**config.mk**
```make
export PLATFORM = sky130hd
export DESIGN_NAME = multi_channel_heartbeat_monitor
export DESIGN_NICKNAME = d
export VERILOG_FILES = /design/src/hdl/mchb_pkg.sv /design/src/hdl/mchb_ctrl.sv /design/src/hdl/mchb_datapath.sv /design/src/hdl/multi_channel_heartbeat_monitor.sv
export VERILOG_INCLUDE_DIRS = /design/src /design/src/hdl
export SDC_FILE = /design/constraint.sdc
export NUM_CORES = 1
export LEC_CHECK = 0
export BUFFER_PORTS_ARGS = -buffer_cell sky130_fd_sc_hd__buf_2
export CAP_MARGIN = 0
export CORE_MARGIN = 2
export CORE_UTILIZATION = 48
export CTS_CLUSTER_DIAMETER = 50
export DETAILED_ROUTE_END_ITERATION = 16
export HOLD_SLACK_MARGIN = 0.08
export MAX_ROUTING_LAYER = met4
export PLACE_DENSITY = 0.74
export SETUP_SLACK_MARGIN = 0.1
export SLEW_MARGIN = 5
export SYNTH_ARGS = -nofsm -noshare
export SYNTH_HDL_FRONTEND = slang
export SYNTH_SLANG_ARGS = --single-unit
```
**constraint.sdc**
```tcl
create_clock -name clk -period 5.8 [get_ports clk]
set_input_delay 0.58 -clock clk [delete_from_list [all_inputs] [get_ports clk]]
set_output_delay 0.58 -clock clk [all_outputs]
set_load 0.02 [all_outputs]
```
**src/hdl/multi_channel_heartbeat_monitor_macros.svh**
```systemverilog
// assertion macros for the heartbeat monitor
// expects clk and rst in the scope of each use
`ifndef MULTI_CHANNEL_HEARTBEAT_MONITOR_MACROS_SVH
`define MULTI_CHANNEL_HEARTBEAT_MONITOR_MACROS_SVH

// same-cycle implication
`define MCHB_ASSERT_IMP(label, ante, cons) \
  label: assert property (@(posedge clk) disable iff (rst) (ante) |-> (cons)) \
    else $error("heartbeat monitor: same-cycle check failed");

// next-cycle implication
`define MCHB_ASSERT_NEXT(label, ante, cons) \
  label: assert property (@(posedge clk) disable iff (rst) (ante) |=> (cons)) \
    else $error("heartbeat monitor: next-cycle check failed");

`endif

```
**src/hdl/mchb_pkg.sv**
```systemverilog
// shared types, constants and register map of the heartbeat monitor
// no dependencies
package mchb_pkg;

  localparam int NUM_CHANNELS     = 8;
  localparam int SELF_CHANNEL     = 5;
  localparam int CH_W             = (NUM_CHANNELS > 1) ? $clog2(NUM_CHANNELS) : 1;
  localparam int TICK_W           = 32;
  localparam int MV_W             = 16;
  localparam int CFG_W            = 16;
  localparam int NUM_REGS         = 8;
  localparam int REG_IDX_W        = 3;
  localparam int MASK_W           = 8;
  localparam int NUM_OWN_TIMEOUTS = 5;

  typedef enum logic [REG_IDX_W-1:0] {
    REG_TIMEOUT_MOTOR,
    REG_TIMEOUT_ADC,
    REG_TIMEOUT_COMMS,
    REG_TIMEOUT_RADIO,
    REG_TIMEOUT_WDT_TASK,
    REG_TIMEOUT_DEFAULT,
    REG_BATT_CRIT,
    REG_BATT_LOW
  } reg_idx_t;

  localparam logic [CFG_W-1:0] REG_RESET [NUM_REGS] = '{
    16'd10, 16'd25, 16'd50, 16'd100, 16'd200, 16'd100, 16'd3000, 16'd3400
  };

  typedef enum logic [1:0] {
    ACT_HEARTBEAT = 2'd0,
    ACT_SEED      = 2'd1,
    ACT_CHECK     = 2'd2
  } action_t;

  typedef enum logic [1:0] {
    BATT_OK       = 2'd0,
    BATT_LOW      = 2'd1,
    BATT_CRITICAL = 2'd2
  } batt_status_t;

  typedef struct packed {
    action_t           action;
    logic [2:0]        channel;
    logic [TICK_W-1:0] now_ticks;
    logic [MV_W-1:0]   supply_mv;
  } item_t;

  typedef struct packed {
    logic [MASK_W-1:0] hung_mask;
    batt_status_t      battery_status;
  } result_t;

  typedef enum logic [1:0] {
    ST_IDLE,
    ST_SCAN,
    ST_EMIT
  } state_t;

  typedef struct packed {
    logic capture;
    logic hb_write;
    logic seed_write;
    logic scan_step;
    logic emit;
  } ctrl_cmd_t;

  typedef struct packed {
    action_t action;
    logic    scan_last;
    logic    out_busy;
  } dp_status_t;

  // mask bits a check may ever set
  function automatic logic [MASK_W-1:0] check_mask_f();
    logic [MASK_W-1:0] m;
    m = '0;
    for (int i = 0; i < MASK_W; i++) begin
      m[i] = (i < NUM_CHANNELS) && (i != SELF_CHANNEL);
    end
    return m;
  endfunction

  localparam logic [MASK_W-1:0] CHECK_MASK = check_mask_f();

endpackage

```
**src/hdl/mchb_ctrl.sv**
```systemverilog
// sequencing state machine of the heartbeat monitor
// depends on mchb_pkg
module mchb_ctrl import mchb_pkg::*; (
  input  logic       clk,
  input  logic       rst,
  input  logic       item_valid,
  input  dp_status_t status,
  output logic       item_ready,
  output ctrl_cmd_t  cmd
);

  state_t state, state_next;

  always_ff @(posedge clk) begin
    if (rst) begin
      state <= ST_IDLE;
    end else begin
      state <= state_next;
    end
  end

  always_comb begin
    state_next = state;
    unique case (state)
      ST_IDLE: begin
        if (item_valid && status.action == ACT_CHECK) begin
          state_next = ST_SCAN;
        end
      end
      ST_SCAN: begin
        if (status.scan_last) begin
          state_next = ST_EMIT;
        end
      end
      ST_EMIT: begin
        if (!status.out_busy) begin
          state_next = ST_IDLE;
        end
      end
      default: state_next = ST_IDLE;
    endcase
  end

  always_comb begin
    item_ready     = (state == ST_IDLE);
    cmd.capture    = (state == ST_IDLE) && item_valid;
    cmd.hb_write   = cmd.capture && (status.action == ACT_HEARTBEAT);
    cmd.seed_write = cmd.capture && (status.action == ACT_SEED);
    cmd.scan_step  = (state == ST_SCAN);
    cmd.emit       = (state == ST_EMIT) && !status.out_busy;
  end

endmodule

```
**src/hdl/mchb_datapath.sv**
```systemverilog
// stamp store, config registers, serial check and result register
// depends on mchb_pkg
module mchb_datapath import mchb_pkg::*; (
  input  logic                 clk,
  input  logic                 rst,
  input  item_t                item,
  input  logic                 wr_en,
  input  logic [REG_IDX_W-1:0] wr_index,
  input  logic [CFG_W-1:0]     wr_data,
  input  ctrl_cmd_t            cmd,
  output dp_status_t           status,
  output logic                 result_valid,
  input  logic                 result_ready,
  output result_t              result
);

  logic [CFG_W-1:0]  regs [NUM_REGS];
  logic [TICK_W-1:0] stamps [NUM_CHANNELS];
  logic [TICK_W-1:0] now_q;
  logic [MV_W-1:0]   batt_q;
  logic [CH_W-1:0]   idx;
  logic [MASK_W-1:0] mask;

  logic [31:0]       idx_ext;
  logic [CFG_W-1:0]  tmo;
  logic [TICK_W-1:0] since;
  logic              hit;
  logic              hb_in_range;
  batt_status_t      batt_st;

  always_ff @(posedge clk) begin
    if (rst) begin
      for (int i = 0; i < NUM_REGS; i++) begin
        regs[i] <= REG_RESET[i];
      end
    end else if (wr_en) begin
      regs[wr_index] <= wr_data;
    end
  end

  assign hb_in_range = (32'(item.channel) < 32'(NUM_CHANNELS));

  always_ff @(posedge clk) begin
    if (rst) begin
      for (int i = 0; i < NUM_CHANNELS; i++) begin
        stamps[i] <= '0;
      end
    end else if (cmd.seed_write) begin
      for (int i = 0; i < NUM_CHANNELS; i++) begin
        stamps[i] <= item.now_ticks;
      end
    end else if (cmd.hb_write && hb_in_range) begin
      stamps[CH_W'(item.channel)] <= item.now_ticks;
    end
  end

  // one channel per cycle
  assign idx_ext = 32'(idx);
  assign tmo     = (idx_ext < 32'(NUM_OWN_TIMEOUTS)) ? regs[REG_IDX_W'(idx)]
                                                     : regs[REG_TIMEOUT_DEFAULT];
  assign since   = now_q - stamps[idx];
  assign hit     = (idx_ext != 32'(SELF_CHANNEL)) && (idx_ext < 32'(MASK_W))
                   && (since > TICK_W'(tmo));

  always_ff @(posedge clk) begin
    if (cmd.capture) begin
      now_q  <= item.now_ticks;
      batt_q <= item.supply_mv;
      idx    <= '0;
      mask   <= '0;
    end else if (cmd.scan_step) begin
      idx  <= idx + CH_W'(1);
      mask <= mask | (hit ? (MASK_W'(1) << idx) : '0);
    end
  end

  always_comb begin
    priority if (batt_q < regs[REG_BATT_CRIT]) begin
      batt_st = BATT_CRITICAL;
    end else if (batt_q < regs[REG_BATT_LOW]) begin
      batt_st = BATT_LOW;
    end else begin
      batt_st = BATT_OK;
    end
  end

  always_ff @(posedge clk) begin
    if (rst) begin
      result_valid <= 1'b0;
    end else if (cmd.emit) begin
      result_valid <= 1'b1;
    end else if (result_ready) begin
      result_valid <= 1'b0;
    end
  end

  always_ff @(posedge clk) begin
    if (cmd.emit) begin
      result.hung_mask      <= mask;
      result.battery_status <= batt_st;
    end
  end

  assign status.action    = item.action;
  assign status.scan_last = (idx_ext == 32'(NUM_CHANNELS - 1));
  assign status.out_busy  = result_valid && !result_ready;

endmodule

```
**src/hdl/multi_channel_heartbeat_monitor.sv**
```systemverilog
// top level of the heartbeat monitor: controller plus datapath
// depends on mchb_pkg, mchb_ctrl, mchb_datapath and the assertion macro header
//
// Keeps one 32-bit tick stamp per channel. A heartbeat or seed beat is written
// into the stamps on acceptance and gives no result. A check beat walks the
// stamps one channel per cycle through a single subtract-and-compare, then its
// result is loaded into the output register and the controller returns to
// idle, where the next beat can be taken; no new beat is taken while a check
// runs, and a check whose result finds the output register still full waits
// until that result is taken. The result register lets the next beat in while
// a result waits to be taken. Configuration writes take effect at the next
// edge; stamps are cleared by reset directly, with no clearing pass.
`include "multi_channel_heartbeat_monitor_macros.svh"

module multi_channel_heartbeat_monitor import mchb_pkg::*; (
  input  logic                 clk,
  input  logic                 rst,
  input  logic                 item_valid,
  output logic                 item_ready,
  input  item_t                item,
  output logic                 result_valid,
  input  logic                 result_ready,
  output result_t              result,
  input  logic                 wr_en,
  input  logic [REG_IDX_W-1:0] wr_index,
  input  logic [CFG_W-1:0]     wr_data
);

  ctrl_cmd_t  cmd;
  dp_status_t status;

  mchb_ctrl u_ctrl (
    .clk        (clk),
    .rst        (rst),
    .item_valid (item_valid),
    .status     (status),
    .item_ready (item_ready),
    .cmd        (cmd)
  );

  mchb_datapath u_datapath (
    .clk          (clk),
    .rst          (rst),
    .item         (item),
    .wr_en        (wr_en),
    .wr_index     (wr_index),
    .wr_data      (wr_data),
    .cmd          (cmd),
    .status       (status),
    .result_valid (result_valid),
    .result_ready (result_ready),
    .result       (result)
  );

  // a result never overwrites one still waiting
  `MCHB_ASSERT_IMP(a_emit_slot_free, cmd.emit, !result_valid || result_ready)
  // an emitted result shows up on the port
  `MCHB_ASSERT_NEXT(a_emit_visible, cmd.emit, result_valid)
  // self channel and missing channels never flagged
  `MCHB_ASSERT_IMP(a_mask_legal, result_valid, (result.hung_mask & ~CHECK_MASK) == '0)
  // no beat taken during a scan
  `MCHB_ASSERT_IMP(a_no_accept_in_scan, cmd.scan_step, !item_ready)

endmodule
```
==> results.ini <==
[outcome]
status=finished, final reports clean

[worst_hold_path]
worstHoldPathCells=1
worstHoldPathType=in -> reg

[pwr]
pwr_density_cell_nw_per_um2=317.8
power_leakage_nw=9.169
power.total_mw=8.046
peakVddDrop_uv=246.9

[synthesis]
ys_types=66
ys_seq_area_share_pct=60.57
yosysWarnings=0
ys.flop_type=edfxtp_1
ys_ff_latch=459
synth-edff-count=442
syn_area_um2=22470
synthArstFlopShare_pct=0
postSynthCellCount=1587
avgSynthCellArea_um2=14.16
syn_nets=1750

[timing]
period_needed_ns=5.319
setup_tns_ns=0
worst_pin_slew_ns=1.190
setup_ws_ns=0.4806
hold_viol=0
clock-skew-final_ns=0.02120
setup_violations=0
fin_crit_sh_pct=91.71
hold_ws_ns=0.1525
slew_violations=0
max-slew-margin-rel_pct=20.41
rsz0062_at_grt=false
max_freq_ghz=0.1880

[placed_design]
pre_cts_slack_ns=0.2813
dpl_cell_area_um2=23710
routabilityCongestion=0.9225
hpwl_um=33900
dp.cells=2234
portBuffers=88

[detailed_routing]
routed_wl_um=54760
drc_errors=0
vias_per_cell=5.848
first_pass_iters=5
num_vias=13630
drt_iter0_markers=1453
ant_nets=0
wire_per_inst_um=23.49

[finish]
final_cells=2331
nets=1843
final_core_util_pct=54.61
fin_area_um2=25320
synthToLayoutAreaGrowth_pct=12.65
final_layout_size_suffix_gt1_share_pct=19.17

[worst_setup_path]
cp-start-kind=register
r2r_cells=23
crit_family=compound AO/OA/AOI/OAI gates
slowest_delay_ns=0.54
cp_common_cell=nor2b_1
crit_path_top_delay_cell=mux4_2
critPathArrivalTime_ns=5.80
cp.buffers_inverters=3
path_class=reg -> reg
cp_data_required_time_ns=6.28
worstSetupPathDepth=23
crit_fanout=22
cp_cell_sequence=buf_16 -> mux4_2 -> mux2i_2 -> inv_1 -> fa_1 -> nor2b_1 -> o31ai_1 -> and2_1 -> nor2b_1 -> a41oi_1 -> xnor2_1 -> ha_1 -> a211oi_1 -> o21ai_0 -> a221oi_1 -> a21oi_1 -> a311o_1 -> nor4b_2 -> o2111ai_1 -> nor4_2 -> nor4b_4 -> buf_4 -> o21ai_1
crit_path_end_kind=register

[clock_network]
numClockSinks=459
cts-root-buf=clkbuf_16
cts_tree=yes
cts_made_buffers=50
htreeDepth=2
clk_latency_ns=0.59
clk_pin_slew_worst_paths_ns=0.06
clockBufferDepth=3

[die]
dieWidth_um=220.4
die-area_um2=48570
core_region_area_um2=46360
initial_utilization_pct=48.48
dieHeight_um=220.4
io_pins=89
row_count=79

[grt]
grt_start_max_net_pins=49
overflow=0
grt_pass1_wl_um=83170
antenna_found_initial=9
grt_usage_pct=23.91
grt_pass1_vias=13910

[job]
maxCapViolCount=0

[final timing paths]
| path | from | to | slack [ns] |
|---|---|---|---|
| worst min register to register | u_datapath.mask[1]$_SDFFE_PP0P_ | u_datapath.result[3]$_DFFE_PP_ | 0.43 |
| worst min-delay path | item[15] | u_datapath.batt_q[15]$_DFFE_PP_ | 0.15 |
| worst max-delay path | register | u_datapath.mask[0]$_SDFFE_PP0P_ | 0.48 |
| worst max register to register | register | u_datapath.mask[0]$_SDFFE_PP0P_ | 0.48 |
[cells in the mapped netlist (17+ instances only)]
cell | instances | area share, %
a21o_1 | 18 | 0.60
nor2b_1 | 140 | 3.9
nor2_1 | 37 | 0.62
nand2_1 | 79 | 1.3
clkbuf_1 | 57 | 0.95
ha_1 | 85 | 4.7
mux4_2 | 96 | 9.6
nand2b_1 | 27 | 0.75
o21ai_0 | 50 | 1.1
and2_1 | 198 | 5.5
inv_1 | 44 | 0.73
a21oi_1 | 55 | 1.2
dfxtp_1 | 17 | 1.5
edfxtp_1 | 442 | 59
mux2i_1 | 50 | 2.2
[repair_timing]
| item | CTS | global route |
|---|---|---|
| resized for setup | 0 | 5 |
| setup endpoints to repair | 0 | 7 |
| setup buffers | 0 | 1 |
| endpoints found under the hold margin | 0 | 0 |
| hold buffers | 0 | 0 |
[layout make-up]
type	instances	area, um2
fillers	3698	21040
flip-flops and latches	459	13620
inverters	44	165.2
clock inverters	24	201.4
well taps	607	759.5
repair buffers	120	713.2
multi-input cells	1005	8478
diodes	8	20.02
clock buffers	64	1356
[placed cells by master, fill, tap and decap left out, types with 12 or more instances in the layout]
cell type	count
nand2b_1	27
buf_4	30
mux4_2	96
xnor2_1	15
nand4_1	15
nor3_1	16
and2_1	198
edfxtp_1	442
o21ai_0	48
dfxtp_1	14
ha_1	85
clkbuf_16	52
nand3_1	12
a21oi_1	50
a21o_1	18
nand2_1	73
or3_1	16
mux2i_1	49
buf_2	88
nor2_1	37
nor2b_1	140
inv_1	43
[power by group]
group	total, mW	internal (mW)	switching [mW]
Sequential	3.89	3.83	0.0662
Combinational	1.11	0.446	0.663
Clock	3.04	1.75	1.30
Total	8.05	6.02	2.03
[metal layers]
metal	wire [um]	part of all wire, %	track usage [%]	vias up
met5	0	0	-	-
met4	1209	2.2	6.510	0
met3	4424	8.1	4.935	69
met2	26180	48	37.37	558
met1	22940	42	32.03	6886
li1	-	-	-	6119
[sequential cells by signal (all words and copies together) (netlist names), named ones only]
| name | flops |
|---|---|
| u_datapath.mask | 8 |
| u_datapath.regs | 128 |
| u_ctrl.state | 2 |
| u_datapath.result | 10 |
| u_datapath.result_valid | 1 |
| u_datapath.stamps | 256 |
| u_datapath.batt_q | 16 |
| u_datapath.idx | 3 |
| u_datapath.now_q | 32 |
[kinds of logic after synthesis]
logic type                 after synthesis  synth area share (%)
AOI/OAI and AO/OA                      187                 5.289
xor gates and xnor gates                22                0.8574
adders and majority gates               86                 4.821
buffers and inverters                  123                 2.155
DFF                                    459                 60.57
muxes                                  147                 11.90
and+or+nand+nor                        563                 14.41
Power figures use the tool's default switching activity.
